### config.mk
export PLATFORM = sky130hd
export DESIGN_NAME = lsac_way_scan
export DESIGN_NICKNAME = d
export VERILOG_FILES = /design/src/sv/lsac_pkg.sv /design/src/sv/lsac_way_scan.sv
export SDC_FILE = /design/constraint.sdc
export NUM_CORES = 1
export LEC_CHECK = 0
export CAP_MARGIN = 15
export CORE_ASPECT_RATIO = 0.5
export CORE_MARGIN = 2
export CORE_UTILIZATION = 65
export CTS_CLUSTER_SIZE = 10
export DETAILED_ROUTE_END_ITERATION = 16
export DONT_BUFFER_PORTS = 1
export PLACE_DENSITY = 0.81
export SETUP_SLACK_MARGIN = 0.1
export SLEW_MARGIN = 10
export SYNTH_ARGS = -nofsm -noshare
export SYNTH_HDL_FRONTEND = slang
export SYNTH_SLANG_ARGS = --single-unit
### constraint.sdc
create_clock -name clk -period 7.4 [get_ports clk]
set_clock_uncertainty 0.2 [all_clocks]
set_input_delay 0.37 -clock clk [delete_from_list [all_inputs] [get_ports clk]]
set_output_delay 0.37 -clock clk [all_outputs]
set_load 0.02 [all_outputs]
### src/sv/lsac_pkg.sv
`timescale 1ns / 1ps
`default_nettype none

package lsac_pkg;

  // Field widths of the stream payloads.
  localparam int ACTION_W    = 2;
  localparam int ADDR_W      = 32;
  localparam int TOTAL_W     = 32;
  localparam int IN_TDATA_W  = 40;
  localparam int OUT_TDATA_W = 104;

  // Bit positions of the result fields in the master tdata.
  localparam int OUT_OUTCOME_LSB = 0;
  localparam int OUT_SECOND_LSB  = 2;
  localparam int OUT_HITS_LSB    = 3;
  localparam int OUT_MISSES_LSB  = 35;
  localparam int OUT_EVICTS_LSB  = 67;
  localparam int OUT_PAD_W       = 5;

  // Configuration port.
  localparam int CFG_IDX_W      = 2;
  localparam int CFG_DATA_W     = 5;
  localparam int SET_BITS_W     = 3;
  localparam int WAYS_USED_W    = 4;
  localparam int BLOCK_BITS_W   = 5;
  localparam logic [CFG_IDX_W-1:0] REG_SET_BITS   = 2'd0;
  localparam logic [CFG_IDX_W-1:0] REG_WAYS_USED  = 2'd1;
  localparam logic [CFG_IDX_W-1:0] REG_BLOCK_BITS = 2'd2;
  localparam logic [SET_BITS_W-1:0]   SET_BITS_RST   = 3'd4;
  localparam logic [WAYS_USED_W-1:0]  WAYS_USED_RST  = 4'd1;
  localparam logic [BLOCK_BITS_W-1:0] BLOCK_BITS_RST = 5'd4;

  typedef enum logic [ACTION_W-1:0] {
    ACT_LOAD   = 2'd0,
    ACT_STORE  = 2'd1,
    ACT_MODIFY = 2'd2,
    ACT_INSTR  = 2'd3
  } action_t;

  localparam logic [1:0] OUT_HIT   = 2'd0;
  localparam logic [1:0] OUT_MISS  = 2'd1;
  localparam logic [1:0] OUT_EVICT = 2'd2;
  localparam logic [1:0] OUT_NONE  = 2'd3;

  // One cache line as kept in the line memory.
  typedef struct packed {
    logic                valid;
    logic [ADDR_W-1:0]   tag;
    logic [TOTAL_W-1:0]  stamp;
  } line_t;

  // Sequencer to way scanner.
  typedef struct packed {
    logic init;
    logic eval;
  } scan_ctrl_t;

  // Way scanner to sequencer.
  typedef struct packed {
    logic hit;
    logic free;
  } scan_flags_t;

  function automatic logic [TOTAL_W-1:0] sat_inc(input logic [TOTAL_W-1:0] v);
    sat_inc = (v == {TOTAL_W{1'b1}}) ? v : v + TOTAL_W'(1);
  endfunction

endpackage

`default_nettype wire

### src/sv/lsac_way_scan.sv
`timescale 1ns / 1ps
`default_nettype none

module lsac_way_scan
  import lsac_pkg::*;
#(
  parameter int WAY_W = 3
) (
  input  wire logic               clk,
  input  wire logic               rst,
  input  wire scan_ctrl_t         ctrl,
  input  wire logic [WAY_W-1:0]   way,
  input  wire line_t              entry,
  input  wire logic [ADDR_W-1:0]  tag,
  input  wire logic [TOTAL_W-1:0] now,
  output scan_flags_t             flags,
  output logic [WAY_W-1:0]        hit_way,
  output logic [WAY_W-1:0]        free_way,
  output logic [WAY_W-1:0]        old_way
);

  logic               seen;
  logic [TOTAL_W-1:0] best_age;
  logic [TOTAL_W-1:0] age;
  logic               match;

  assign match = entry.valid && (entry.tag == tag);
  assign age   = now - entry.stamp;

  // One way per cycle; the first match and first empty way win, and the
  // oldest stamp only moves on a strictly larger age so ties keep the lower way.
  always_ff @(posedge clk) begin
    if (rst) begin
      flags <= '0;
      seen  <= 1'b0;
    end else if (ctrl.init) begin
      flags <= '0;
      seen  <= 1'b0;
    end else if (ctrl.eval) begin
      seen <= 1'b1;
      if (match && !flags.hit) begin
        flags.hit <= 1'b1;
        hit_way   <= way;
      end
      if (!entry.valid && !flags.free) begin
        flags.free <= 1'b1;
        free_way   <= way;
      end
      if (!seen || (age > best_age)) begin
        best_age <= age;
        old_way  <= way;
      end
    end
  end

endmodule

`default_nettype wire

# Word-level counts from Yosys, hierarchy flattened
# Index checks and enable logic that the tools add are counted.
# Widths: inputs -> output; s select.
# totals
reg_bits,44
input_bits,136
# classes
eq_ne,1
bitwise,2
magnitude_cmp,1
n_addsub,1
n_reduce_logical,14
# ops
op,count
$eq 32x32->1,1
$gt 32x32->1,1
$sub 32x32->32,1
$reduce_and 4->1,3
$logic_not 1->1,4
$reduce_and 2->1,2
$logic_and 1x1->1,3
$not 1->1,2
$reduce_or 2->1,1
$logic_or 1x1->1,1

# Logic depth before layout (Yosys ltp)
# depth
word_depth,4
ltp_mapped,17
ltp_nobuf,17

# Worst setup path after synthesis
# Ideal clock, no wire load.
# synth_timing
path_kind,input to register
start,in now[0]
end,"reg best_age[0], enable pin"
path_buffers,0
arrival_time_ps,5840
setup_slack_ps,879
stages,16
path_cell_list,inv_1 -> ha_1 -> inv_1 -> fa_1 -> a21o_1 -> a221o_1 -> nand4_2 -> nand2_2 -> a21o_1 -> a311o_1 -> ha_1 -> nand4_1 -> or3_1 -> a21oi_1 -> o31ai_1 -> a21boi_0
# synth_between
elab_chain_len,4
# synth_rtl
element,line,source
"start, declared",lsac_way_scan.sv:15,"input wire logic [TOTAL_W-1:0] now,"
$sub 32x32->32,lsac_way_scan.sv:28,assign age = now - entry.stamp;
via age[14],lsac_way_scan.sv:24,logic [TOTAL_W-1:0] age;
$gt 32x32->1,lsac_way_scan.sv:49,if (!seen || (age > best_age)) begin
$logic_or 1x1->1,lsac_way_scan.sv:49,
$reduce_and 4->1 (no line),-,
"end signal, assigned",lsac_way_scan.sv:50,best_age <= age;
"end, declared",lsac_way_scan.sv:23,logic [TOTAL_W-1:0] best_age;
# The timed path passes the listed nets, and every way through them passes these cells.
# A chain may end at the register's enable or synchronous reset.

# Final worst setup path
# layout_timing
start,in now[0]
end,"reg best_age[19], enable pin"
# Same word-level chain as after synthesis.

==> impl_metrics.py <==
metrics = {
    "run_status": {
        "status": "finished, final reports clean",
    },
    "floorplan": {
        "die_y_um": 62.9,
        "core_area_um2": 6700,
        "io_pins": 147,
        "chipWidth_um": 122,
        "dieArea_um2": 7660,
        "num_rows": 21,
        "initial_core_util": 0.673,
    },
    "cells_and_area": {
        "layout-drive-gt1-share": 0.0410,
        "finalNetCount": 711,
        "fin_cells": 604,
        "area_growth_syn_to_layout_pct": 7.82,
        "n_antenna_cell": 0,
    },
    "cts": {
        "cts_buffers": 5,
        "clkSinkCount": 44,
        "htree_levels": 2,
        "cts_tree": "built",
        "cts_resized": 0,
        "path_clk_slew_ps": 60,
        "cts_root_buf": "clkbuf_16",
        "clockBufferDepth": 2,
        "clkLatencyLatePin_ps": 280,
    },
    "synth": {
        "synth_edf_count": 41,
        "async_flop_share": 0,
        "synth_area_leaders": "edfxtp_1, ha_1, xor2_1, inv_1, xnor2_1",
        "yosys_register_bits": 44,
        "synthFlopType": "edfxtp_1",
        "synth.yosys.seq_area_share": 0.286,
        "synth.distinct_cells": 61,
        "synth_common_cells": "inv_1, ha_1, edfxtp_1, a21oi_1, xor2_1",
        "syn_inst": 505,
        "synth_top_area_cell": "edfxtp_1",
        "netlist.area_leader.share": 0.273,
        "synth_area_um2": 4510,
        "synth_area_per_cell_um2": 8.93,
        "yosysWarnings": 0,
        "synth_nets": 705,
        "yosysMostFrequentCell": "inv_1",
    },
    "placed_design": {
        "placed_cells": 589,
        "finalWeightedCongestion": 0.903,
        "place_hpwl_um": 8670,
        "port_buffers": 0,
    },
    "run": {
        "drv_cap": 0,
    },
    "timing": {
        "setup_viol": 0,
        "period_needed_ps": 4570,
        "relSlewSlack": 0.609,
        "layout_worst_path_cycle_share": 0.618,
        "hold_viol": 0,
        "tns_ps": 0,
        "holdWs_ps": 63.5,
        "fmax_mhz": 219,
        "rsz0062_at_grt": "false",
        "slew_viol_final": 0,
        "tightest_slew_ps": 582,
    },
    "routing": {
        "drt-pass1-iter-count": 5,
        "wire_per_inst_um": 17.6,
        "post_drt_via_cell_ratio": 6.26,
        "ant_nets": 0,
        "wl_met3_um": 899,
        "routed_wl_um": 10600,
        "top_layer": "met4",
        "routed-wl-met2_um": 4910,
        "m1WireLength_um": 4640,
        "drtIter0Drc": 285,
        "num_vias": 3782,
        "drc": 0,
    },
    "pwr": {
        "p_switching_uw": 279,
        "p_leak_uw": 0.00225,
        "comb_power_share": 0.365,
        "switching_share": 0.321,
        "internal-power_uw": 589,
        "seqPwrFrac": 0.342,
        "p_clk_frac": 0.293,
        "powerDensity_nw_per_um2": 179,
        "irDropWorstVdd_mv": 0.0933,
    },
    "min_path": {
        "hp-start": "rst",
        "holdPathStages": 2,
        "whs_endpoint": "seen$_SDFFE_PP0P_",
        "min_path_type": "primary input to flip-flop",
    },
    "worst_setup_path": {
        "crit_family": "compound AO/OA/AOI/OAI gates",
        "r2r-end": "best_age[19]$_DFFE_PP_",
        "critPathLaunchType": "primary input",
        "critPathBufInv": 3,
        "cp_slowest_stage_delay_ps": 490,
        "crit_fanout": 23,
        "reg2reg_from": "best_age[14]$_DFFE_PP_",
        "reg2regPathDepth": 8,
        "worstPathArrival_ps": 4360,
        "crit_chain": "inv_1 > ha_1 > inv_1 > fa_1 > a21o_1 > a221o_1 > nand4_2 > nand2_2 > a21o_1 > a311o_1 > ha_1 > nand4_1 > or3_1 > a21oi_1 > o31ai_1 > a21boi_4 > buf_16",
        "r2r_slack_ps": 4650,
        "end_kind": "flip-flop",
        "startpoint": "now[0]",
        "required_ps": 7190,
        "crit_type": "primary input to flip-flop",
        "cpMaxStageDelayCell": "a21boi_4",
    },
    "grt": {
        "antenna_found_initial": 0,
        "grt.overflow.total": 0,
        "grt_util_all_layers": 0.273,
        "grt_max_degree": 36,
        "grt_pass1_wl_um": 16500,
        "grt_pass1_vias": 3463,
    },
}
[placed cells by master, fill, tap and decap left out, drive strengths merged, types with 2 or more instances in the layout]
master and instances:
o21bai 3, nand3 5, nand2b 4, o21a 5, nand3b 3, a21oi 39, xnor2 25, nand4 14
or4 2, nor4 7, and2 3, o31ai 4, a21boi 2, clkbuf 5, nor3 16, inv 72
nor2b 4, nand2 23, a2111oi 2, a311oi 2, o21ai 20, dlygate4sd3 6, nor2 22, dfxtp 3
a21o 30, o211ai 8, and3 10, a211o 4, a31oi 6, or3 2, a221o 2, a211oi 4
ha 63, xor2 33, edfxtp 41
[cells by family after synthesis]
group | share of synthesized area
AOI/OAI and AO/OA | 0.213
muxes | 0.00472
and+or+nand+nor | 0.138
DFF | 0.286
buffers and inverters | 0.0663
adders and majority gates | 0.179
xor gates and xnor gates | 0.113
[worst max-delay path by stage]
stage / cells after the start / slack [ps] / endpoint
finish: 17 / 2830 / best_age[19]$_DFFE_PP_
global route: 17 / 2650 / best_age[12]$_DFFE_PP_
CTS: 16 / 2590 / best_age[27]$_DFFE_PP_
detailed placement: 16 / 2300 / best_age[21]$_DFFE_PP_
global placement: 16 / 2490 / best_age[22]$_DFFE_PP_
floorplan: 16 / 880 / best_age[0]$_DFFE_PP_
[layout make-up]
class	count	area, um2
clock buffers	5	125
clock inverters	3	46.3
fillers	531	1840
inverters	71	267
multi-input cells	382	2930
flip-flops and latches	44	1290
well taps	92	115
repair buffers	7	87.6
[registers in the layout (all words and copies together) (netlist names)]
register	flops
old_way	3
hit_way	3
flags	2
free_way	3
best_age	32
seen	1
[layer usage]
metal  track usage  vias to the layer above
met4        0.0661                        0
met2         0.444                      177
met5             0                        -
met3        0.0493                       17
met1         0.378                     1733
li1              -                     1855
[power by group through the flow]
stage / Sequential (uW) / Clock (uW) / Combinational, uW
2_1_floorplan: 302 / 0 / 238
3_3_place_gp: 302 / 0 / 296
3_5_place_dp: 303 / 0 / 302
4_1_cts: 297 / 256 / 310
5_1_grt: 298 / 266 / 353
6_report: 297 / 255 / 317
[timing repair]
action / in CTS / in global routing
endpoints found under the hold margin: 11 / 0
setup buffers: 0 / 0
hold buffers: 6 / 0
[per-stage QoR]
| stage | setup slack [ps] | total power (uW) | util | cell area (um2) |
|---|---|---|---|---|
| floorplan | 879 | 541 | - | 4510 |
| global placement | 2490 | 598 | 0.687 | 4600 |
| detailed placement | 2300 | 605 | 0.687 | 4600 |
| CTS | 2590 | 863 | 0.722 | 4840 |
| global route | 2650 | 917 | 0.726 | 4860 |
| finish | 2830 | 868 | 0.726 | 4860 |
(Power assumes the default switching activity.)
